===== src/dfarm_pkg.sv =====
// Shared types and constants for the range-table DFA matcher.
package dfarm_pkg;

    // Item function codes, carried in s_tuser
    typedef enum logic [1:0] {
        FUNC_WR_HDR  = 2'd0,
        FUNC_WR_SLOT = 2'd1,
        FUNC_START   = 2'd2,
        FUNC_CHAR    = 2'd3
    } func_t;

    // Fixed field widths
    localparam int CHAR_W   = 21;
    localparam int TGT_W    = 9;
    localparam int SIDX_W   = 8;
    localparam int SLOT_W   = 4;
    localparam int CNT_IN_W = 5;
    localparam int OLEN_W   = 16;
    localparam int SLOTE_W  = TGT_W + 2 * CHAR_W;

    // Configuration register byte addresses
    localparam logic [2:0] ADDR_GREEDY = 3'd0;
    localparam logic [2:0] ADDR_DEAD   = 3'd4;
    localparam logic [8:0] DEAD_RESET  = 9'd256;

    // Controller to datapath commands
    typedef struct packed {
        logic take;   // word accepted this cycle
        logic eval;   // resolve the transition from the fetched row
        logic enter;  // apply accept checks of the fetched header
    } cmd_t;

    // Datapath to controller status
    typedef struct packed {
        logic over;   // match has ended
        logic dead;   // evaluated target ends the match
    } stat_t;

endpackage


===== src/dfarm_ctrl.sv =====
// Sequencing state machine of the DFA matcher.
module dfarm_ctrl (
    input  logic                 clk,
    input  logic                 rst_n,
    input  logic                 in_valid,
    input  dfarm_pkg::func_t     in_func,
    input  logic                 out_ready,
    input  dfarm_pkg::stat_t     stat,
    output logic                 in_ready,
    output logic                 out_valid,
    output dfarm_pkg::cmd_t      cmd
);
    import dfarm_pkg::*;

    typedef enum logic [4:0] {
        ST_IDLE  = 5'b00001,
        ST_EVAL  = 5'b00010,
        ST_ENTER = 5'b00100,
        ST_OUT   = 5'b01000,
        ST_SPARE = 5'b10000
    } ctrl_state_t;

    ctrl_state_t state_reg;
    ctrl_state_t state_next;
    logic        take;

    assign in_ready  = (state_reg == ST_IDLE);
    assign out_valid = (state_reg == ST_OUT);
    assign take      = in_ready & in_valid;

    assign cmd.take  = take;
    assign cmd.eval  = (state_reg == ST_EVAL);
    assign cmd.enter = (state_reg == ST_ENTER);

    // Pick the next step from the accepted function and the datapath status
    always_comb
    begin
        state_next = state_reg;
        case (state_reg)
            ST_IDLE:
            begin
                if (take)
                begin
                    case (in_func)
                        FUNC_START: state_next = ST_ENTER;
                        FUNC_CHAR:  state_next = stat.over ? ST_OUT : ST_EVAL;
                        default:    state_next = ST_OUT;
                    endcase
                end
            end
            ST_EVAL:  state_next = stat.dead ? ST_OUT : ST_ENTER;
            ST_ENTER: state_next = ST_OUT;
            ST_OUT:
            begin
                if (out_ready)
                    state_next = ST_IDLE;
            end
            default:  state_next = ST_IDLE;
        endcase
    end

    always_ff @(posedge clk or negedge rst_n)
    begin
        if (!rst_n)
            state_reg <= ST_IDLE;
        else
            state_reg <= state_next;
    end

endmodule


===== config.mk =====
export PLATFORM = sky130hd
export DESIGN_NAME = dfarm_ctrl
export DESIGN_NICKNAME = d
export VERILOG_FILES = /design/src/dfarm_pkg.sv /design/src/dfarm_ctrl.sv
export SDC_FILE = /design/constraint.sdc
export NUM_CORES = 1
export LEC_CHECK = 0
export BUFFER_PORTS_ARGS = -buffer_cell sky130_fd_sc_hd__buf_4
export CORE_AREA = 2 2 39 41
export CTS_CLUSTER_DIAMETER = 120
export CTS_CLUSTER_SIZE = 10
export DETAILED_ROUTE_END_ITERATION = 6
export DIE_AREA = 0 0 41 43
export GPL_TIMING_DRIVEN = 1
export PLACE_DENSITY_LB_ADDON = 0.08
export SLEW_MARGIN = 15
export SYNTH_ARGS = -nofsm -noshare
export SYNTH_HDL_FRONTEND = slang
export SYNTH_SLANG_ARGS = --single-unit

===== constraint.sdc =====
create_clock -name clk -period 1.45 [get_ports clk]
set_clock_uncertainty 0.15 [all_clocks]
set_input_delay 0.2175 -clock clk [delete_from_list [all_inputs] [get_ports clk]]
set_output_delay 0.2175 -clock clk [all_outputs]
set_load 0.05 [all_outputs]

==> summary.txt, run 1 <==
Run status
  • Status: complete, but fails checks
  • Failing checks: negative setup slack

Worst setup path
  • Buffers & Inverters on Critical Path: 1
  • Startpoint Class: register
  • Crit-path cells: nor4b_4 > and2_4 > buf_8
  • CP Capture Type: output port
  • Slowest CP cell: dfrtp_2
  • Top delay family on crit path: simple AND/OR/NAND/NOR gates
  • Critical path fanouts, max: 5
  • Largest stage delay on the critical path: 0.45 ns
  • CP Launch Point: state_reg[2]
  • Arrival @ worst endpoint: 1.31 ns
  • WP data required: 1.08 ns
  • R2r startpoint: state_reg[1]
  • WS Path Type: reg2out

Worst hold path
  • Hold path start: stat[0]
  • HP Class: in2reg

Routing
  • Initial drt markers: 1
  • Avg WL per Cell: 12.50 um
  • Via count: 312
  • Wirelength, routed: 875 um
  • Antenna-violating nets left: 0
  • Vias per inst: 4.457
  • DRC violations left: 0
  • Drt pass-1 iters: 4

Logic synthesis
  • Netlist cell types: 22
  • Post-synthesis sequential area ratio: 35.84%
  • Gate Count Post-Synth: 27
  • Synthesized flop and latch total: 4
  • Yosys Warn Count: 0
  • Top cell type by total area after synthesis: dfrtp_1
  • Post-Syn Area: 282.8 um^2
  • Synth top area cells: dfrtp_1 (27%), dfstp_2 (9.3%), nor4b_4 (8.4%)
  • Synth top area share: 26.55%
  • Synthesized net count: 35
  • Mean Syn Cell Area: 10.47 um^2

Clock tree
  • H-tree depth: 1
  • CTS tree: done
  • TritonCTS buffer count: 3
  • Clock buffer depth: 2
  • CTS clk-pin slew, worst paths: 0.04 ns
  • Clk root buf: clkbuf_4
  • Sink Count: 4
  • Skew-Pair Late Insertion Delay: 0.24 ns

Power
  • Pleak: 0.2772 nW
  • PD cells: between 1500 and 2000 nW/um^2
  • Overall Power: ~1.1 mW
  • Maximum vdd ir drop: ~0.00099 V

Placed design
  • Dpl cells: 59
  • GP Congestion: between 0.6 and 0.7
  • Cell Area, Placed: 439.2 um^2
  • DP HPWL: 590.4 um
  • IO Port Bufs: 12
  • Worst slack at placement: -0.03701 ns

Floorplan
  • Die area: 1763 um^2
  • Initial Util: 20.43%
  • Chip height: roughly 43 um
  • Io pins: 13
  • Std-Cell Rows: 14
  • Die W: between 40 and 50 um
  • Core Area: roughly 1400 um^2

Finish
  • Largest register FFs: 4
  • Area growth syn-to-layout: 118.6%
  • Fin cells: 70
  • Diode count: 0
  • Fillers: 134
  • Layout Nets: 63
  • Layout cell share with drive strength beyond 1: 77.78%
  • Commonest non-fill, non-tap cells in the layout: buf_4 (13), buf_6 (8), nor4b_4 (3), clkbuf_4 (3), dfrtp_2 (3)
  • Commonest non-fill, non-tap cell in the layout: buf_4
  • Final Instance Area: 618.1 um^2

Global route
  • Largest net degree at the start of global routing: 6
  • Initial antenna violation count: 0
  • Total track usage: 13.51%
  • Grt ovf: 0
  • First-pass GRT wire length: between 1.5 and 2 mm
  • Vias in the first global route: 352

Timing
  • Unrepaired setup endpoints after global routing: yes
  • Tmin final: between 1.5 and 2 ns
  • # setup viols final: 8
  • Final worst setup slack: -0.2300 ns
  • Highest Clock Rate: 595.2 MHz
  • Final Hold Viols: 0
  • Relative slew slack: 82.31%
  • Slew Limit Fails: 0
  • Worst-Margin Slew: about 0.27 ns
  • Tcrit/Tclk final: 115.9%

Job
  • Max cap viols: 0
synthesized netlist by cell type, drive strengths merged:
cell	count
a21bo	1
a21oi	1
a22oi	3
and2	2
and3b	1
and4b	1
buf	1
dfrtp	3
dfstp	1
inv	1
nand2	1
nand2b	1
nand3b	1
nor2	1
nor2b	1
nor3	1
nor4b	3
o21ai	1
or4	1
xor2	1
path summary, 6_finish.rpt:
kind	to	slack, ns	cells after the start
min in group asynchronous	state_reg[3]	0.16	2
worst max register to register	state_reg[0]	-0.09	5
worst min register to register	state_reg[2]	0.66	3
worst max-delay path	cmd[2]	-0.23	3
max in group asynchronous	state_reg[0]	0.79	2
worst min-delay path	state_reg[2]	0.11	3
metal layers:
metal | global-route usage [%] | share of wire [%] | vias up
met4 | 6.000 | 0 | 0
met2 | 19.06 | 52 | 16
li1 | - | - | 155
met3 | 9.948 | 9.4 | 0
met5 | 0 | 0 | -
met1 | 14.66 | 39 | 141
repair_timing:
item,CTS,global route
gates cloned,0,0
resized for setup,16,9
hold endpoints to repair,4,0
hold buffers,1,0
endpoints found under the setup margin,7,8
pin swaps,5,3
setup buffers,5,2
worst register-to-register path: cells and delay by family (launching register included):
family	cells	cell delay, ns
AO/OA/AOI/OAI	1	0.25
XOR/XNOR	1	0.16
buffers and inverters	2	0.27
flip-flops	1	0.46
AND/OR/NAND/NOR	1	0.19
per-stage QoR:
step	util, %	hold slack [ns]	TNS (ns)
3_3_place_gp	31.74	-0.1367	-0.08394
4_1_cts	41.59	0.1021	-1.142
2_1_floorplan	-	-0.2281	-3.681
3_5_place_dp	31.74	-0.1359	-0.06783
6_report	44.67	0.1065	-1.104
5_1_grt	44.67	0.09461	-1.679
report_power, final:
group	internal, mW	total [mW]	switching, mW
clock network	0.104	0.157	0.0534
registers	0.155	0.191	0.0360
logic	0.404	0.777	0.373
total	0.662	1.13	0.463
logic make-up (layout without fill, tap and decap cells):
kind of cell	after synthesis	after routing	share of synthesized area, %
AOI/OAI and AO/OA	6	6	15.04
and+or+nand+nor	14	14	42.03
xor gates and xnor gates	1	1	3.098
buffers and inverters	2	29	3.982
DFF	4	4	35.84
final cells by class:
class	count	area, um^2	area share, %
inverters	1	3.754	0.6073
well taps	16	20.02	3.239
multi-input cells	21	235.2	38.06
flip-flops and latches	4	105.1	17.00
repair buffers	24	227.7	36.84
clock buffers	4	26.28	4.251
Note: power is estimated with default switching activity, not from simulation.
==> run 2: changes to the inputs <==
--- a/config.mk
+++ b/config.mk
@@ -6,6 +6,8 @@
 export NUM_CORES = 1
 export LEC_CHECK = 0
 export BUFFER_PORTS_ARGS = -buffer_cell sky130_fd_sc_hd__buf_4
+export CELL_PAD_IN_SITES_DETAIL_PLACEMENT = 1
+export CELL_PAD_IN_SITES_GLOBAL_PLACEMENT = 1
 export CORE_AREA = 2 2 39 41
 export CTS_CLUSTER_DIAMETER = 120
 export CTS_CLUSTER_SIZE = 10
==> run 2 against run 1 <==
Effect of this change: the run still ends with negative setup slack left; total power shrank 7.3%; register-to-register slack is essentially flat; worst hold slack gained 0.019 ns; critical endpoint unchanged; setup slack gained 0.0070 ns; largest power group unchanged; via count shrank 0.32%; die area is the same; critical path depth is the same.
==> summary.txt, run 2 (synthesis gave the netlist of run 1 again) <==
Worst setup path
  • Largest stage delay on the critical path: 0.53 ns
  • Critical path fanouts, max: 2
  • WS Path Type: reg2out
  • Crit-path cells: nor4b_4 > and2_4 > buf_8
  • Reg2reg setup slack: -0.09 ns
  • WP data required: 1.08 ns
  • CP Capture Type: output port
  • Arrival @ worst endpoint: 1.31 ns
  • Startpoint Class: register
  • Slowest CP cell: dfstp_2

Clock tree
  • Clock buffer depth: 2
  • Sink Count: 4
  • H-tree depth: 1
  • Clk root buf: clkbuf_4
  • Skew-Pair Late Insertion Delay: 0.24 ns
  • TritonCTS buffer count: 3
  • CTS tree: done
  • CTS clk-pin slew, worst paths: 0.04 ns

Worst hold path
  • HP Class: in2reg

Floorplan
  • Die area: 1763 um^2
  • Std-Cell Rows: 14
  • Chip height: between 40 and 50 um
  • Initial Util: a little over 20%
  • Die W: between 40 and 50 um
  • Core Area: around 1400 um^2
  • Io pins: 13

Finish
  • Fin cells: 68
  • Diode count: 0
  • Layout cell share with drive strength beyond 1: approximately 65%
  • Commonest non-fill, non-tap cells in the layout: buf_4 (15), buf_6 (4), nor4b_4 (3), clkbuf_4 (3)
  • Largest register FFs: 4
  • Commonest non-fill, non-tap cell in the layout: buf_4
  • Area growth syn-to-layout: 96.90%
  • Layout Nets: 61

Power
  • Pleak: 0.2584 nW
  • PD cells: 1873 nW/um^2
  • Overall Power: 1.043 mW
  • Maximum vdd ir drop: 0.0007382 V

Timing
  • Final worst setup slack: -0.2230 ns
  • Worst-Margin Slew: approximately 0.25 ns
  • Unrepaired setup endpoints after global routing: yes
  • # setup viols final: 8
  • Highest Clock Rate: 597.7 MHz
  • Relative slew slack: 82.90%
  • Tcrit/Tclk final: 115.4%
  • Tmin final: ~1.7 ns
  • Slew Limit Fails: 0
  • Final Hold Viols: 0

Routing
  • Antenna-violating nets left: 0
  • DRC violations left: 0
  • Wirelength, routed: between 800 and 900 um
  • Initial drt markers: 7
  • Avg WL per Cell: 12.41 um
  • Via count: 311
  • Drt pass-1 iters: 3
  • Vias per inst: 4.574

Global route
  • Total track usage: 12.70%
  • Initial antenna violation count: 0
  • Grt ovf: 0
  • Largest net degree at the start of global routing: 6
  • First-pass GRT wire length: 1.428 mm
  • Vias in the first global route: about 330

Run status
  • Status: complete, but fails checks
  • Failing checks: negative setup slack

Job
  • Max cap viols: 0

Placed design
  • Dpl cells: 60
  • IO Port Bufs: 12
  • GP Congestion: 0.6721
## run 2: area by class of cell
type                       count  area, um^2
fill                         162       827.0
multi-input combinational     21       205.2
timing repair buffer          22       197.7
sequential                     4       103.9
clock buffer                   4       26.28
tap                           16       20.02
inverter                       1       3.754
## run 2: power by group
group | internal [mW] | switching [mW] | total [mW]
Combinational | 0.355 | 0.346 | 0.700
Clock | 0.103 | 0.0485 | 0.152
Sequential | 0.153 | 0.0374 | 0.190
Total | 0.611 | 0.432 | 1.04
## run 2: stage by stage
step / area (um^2) / utilization (%) / setup WS [ns] / setup TNS [ns] / hold WS, ns
after floorplan: 302.8 / - / -0.5977 / -3.681 / -0.2281
after global placement: 446.7 / 32.28 / -0.03593 / -0.1045 / -0.1363
after detailed placement: 446.7 / 32.28 / -0.05501 / -0.1426 / -0.1350
after CTS: 541.8 / 39.15 / -0.2472 / -1.315 / 0.1092
after global routing: 556.8 / 40.24 / -0.3035 / -1.727 / 0.1177
final: 556.8 / 40.24 / -0.2230 / -1.102 / 0.1258
## run 2: timing repair
item                                    CTS  global route
setup buffers                             2             1
pin swaps                                 2             3
hold buffers                              1             0
endpoints found under the setup margin    8             8
resized for setup                        11             2
hold endpoints to repair                  4             0
## run 2: metal layers
layer  up-vias  GRT usage [%]  share of wire [%]
met5         -              0                  0
met4         0          8.000                  0
met3         0          5.759                7.2
met2        10          19.06                 53
met1       150          13.68                 40
li1        151              -                  -
## run 2: worst paths after layout
path	from	to	cells after the start
max in group asynchronous	rst_n	state_reg[0]	2
min in group asynchronous	rst_n	state_reg[2]	2
setup reg to reg	state_reg[0]	state_reg[3]	5
hold / removal	in_func[0]	state_reg[2]	3
hold reg to reg	state_reg[3]	state_reg[2]	2
setup / recovery	state_reg[0]	cmd[2]	3
## run 2: worst max-delay path, delay by kind of cell (launching register included)
family | cells | cell delay, ns
buf+inv | 1 | 0.14
flops | 1 | 0.53
simple gates | 2 | 0.40
==> run 3: changes to the inputs <==
--- a/config.mk
+++ b/config.mk
@@ -14,8 +14,8 @@
 export DETAILED_ROUTE_END_ITERATION = 6
 export DIE_AREA = 0 0 41 43
 export GPL_TIMING_DRIVEN = 1
-export PLACE_DENSITY_LB_ADDON = 0.08
-export SLEW_MARGIN = 15
+export PLACE_DENSITY = 0.6
+export SLEW_MARGIN = 20
 export SYNTH_ARGS = -nofsm -noshare
 export SYNTH_HDL_FRONTEND = slang
 export SYNTH_SLANG_ARGS = --single-unit
==> run 3 against run 2 <==
Effect of this change: the flow still finishes with violations (negative setup slack); sequential share of layout area decreased by 1.8 points; flip-flop and latch count is the same; total power increased by 12%; utilization increased by 4.9 points.
==> summary.txt, run 3 (synthesis gave the netlist of run 1 again) <==
Clock tree
  • Clock buffer depth: 2
  • Skew-Pair Late Insertion Delay: approximately 0.25 ns
  • Sink Count: 4
  • H-tree depth: 1
  • CTS tree: done
  • Clk root buf: clkbuf_4
  • CTS clk-pin slew, worst paths: 0.04 ns
  • TritonCTS buffer count: 3

Timing
  • Tmin final: 1.752 ns
  • Final Hold Viols: 0
  • Tcrit/Tclk final: 120.8%
  • Relative slew slack: about four fifths
  • # setup viols final: 7
  • Worst-Margin Slew: 0.2717 ns
  • Highest Clock Rate: 570.9 MHz
  • Unrepaired setup endpoints after global routing: yes
  • Final worst setup slack: -0.3016 ns
  • Slew Limit Fails: 0

Placed design
  • DP HPWL: 656.5 um
  • Cell Area, Placed: 446.7 um^2
  • IO Port Bufs: 12
  • GP Congestion: 0.7048
  • Worst slack at placement: -0.05725 ns

Worst setup path
  • FF-to-FF End: state_reg[2]
  • Startpoint Class: register
  • R2r startpoint: state_reg[0]
  • CP Launch Point: state_reg[0]
  • WP data required: ~1.1 ns
  • Worst reg-to-reg path cell count: 5
  • Reg2reg setup slack: -0.07 ns
  • Critical path fanouts, max: 3
  • Arrival @ worst endpoint: 1.38 ns
  • CP Capture Type: output port
  • WS Path Type: reg2out

Finish
  • Commonest non-fill, non-tap cells in the layout: buf_4 (16), buf_6 (7)
  • Area growth syn-to-layout: 120.8%
  • Final Instance Area: 624.3 um^2
  • Fillers: 155
  • Largest register FFs: 4
  • Layout Nets: 65
  • Diode count: 0
  • Layout cell share with drive strength beyond 1: ~80%
  • Commonest non-fill, non-tap cell in the layout: buf_4

Global route
  • First-pass GRT wire length: between 1.5 and 2 mm
  • Vias in the first global route: roughly 370
  • Total track usage: 13.41%
  • Initial antenna violation count: 0
  • Grt ovf: 0
  • Largest net degree at the start of global routing: 6

Routing
  • Initial drt markers: 0
  • Wirelength, routed: 974 um
  • DRC violations left: 0
  • Antenna-violating nets left: 0
  • Avg WL per Cell: 13.53 um
  • Vias per inst: 4.625
  • Drt pass-1 iters: 1
  • Via count: 333

Job
  • Max cap viols: 0

Worst hold path
  • HP Class: in2reg
  • Worst hold path endpoint: state_reg[1]
  • Hold path start: in_func[1]
  • Hold Crit Depth: 2

Power
  • Maximum vdd ir drop: 0.0009697 V
  • Pleak: 0.2927 nW
  • Overall Power: approximately 1.2 mW
  • PD cells: approximately 1900 nW/um^2

Floorplan
  • Die area: around 1800 um^2
  • Die W: between 40 and 50 um
  • Core Area: 1384 um^2
  • Chip height: 43 um
  • Initial Util: 20.43%
  • Std-Cell Rows: 14
  • Io pins: 13

Run status
  • Failing checks: negative setup slack
  • Status: complete, but fails checks
-- run 3: timing repair --
action | in CTS | in global routing
setup endpoints to repair | 5 | 8
hold buffers | 1 | 0
endpoints found under the hold margin | 4 | 0
buffers inserted | 5 | 4
gates resized for setup | 12 | 12
pin swaps | 5 | 6
-- run 3: power breakdown --
group / switching [mW] / internal (mW) / total (mW) / leakage [nW]
Sequential: 0.0343 / 0.155 / 0.189 / 0.0469
Combinational: 0.386 / 0.420 / 0.806 / 0.231
Clock: 0.0635 / 0.104 / 0.168 / 0.0150
-- run 3: worst max-delay path by stage --
| stage | slack, ns | end |
|---|---|---|
| 2_1_floorplan | -0.60 | cmd[1] |
| 3_3_place_gp | -0.03 | cmd[2] |
| 3_5_place_dp | -0.06 | cmd[2] |
| 4_1_cts | -0.29 | cmd[2] |
| 5_1_grt | -0.35 | cmd[2] |
| 6_report | -0.30 | cmd[2] |
-- run 3: area by class of cell --
| class | instances | area (um^2) | area share (%) |
|---|---|---|---|
| clock buffer | 4 | 26.28 | 4.208 |
| inverter | 1 | 3.754 | 0.6012 |
| multi-input combinational | 21 | 230.2 | 36.87 |
| sequential | 4 | 105.1 | 16.83 |
| tap | 16 | 20.02 | 3.206 |
| timing repair buffer | 26 | 239.0 | 38.28 |
-- run 3: worst max-delay path: stages (launching register included) --
cell	delay, ns
dfstp_2	0.53
nor4b_4	0.26
and2_4	0.21
buf_8	0.14
-- run 3: metal layers --
layer	global-route usage, %	share of wire [%]	vias to the layer above
met2	21.88	59	14
met4	10.00	2.5	0
li1	-	-	158
met1	13.68	33	158
met3	3.141	5.3	3
met5	0	0	-
-- run 3: metrics by stage --
stage	hold slack (ns)	utilization [%]	TNS [ns]	cells
CTS	0.1005	40.96	-1.278	70
finish	0.1141	45.12	-1.297	72
floorplan	-0.2281	-	-3.681	27
detailed placement	-0.1351	32.28	-0.1266	60
global route	0.1240	45.12	-1.764	72
global placement	-0.1362	32.28	-0.05774	60
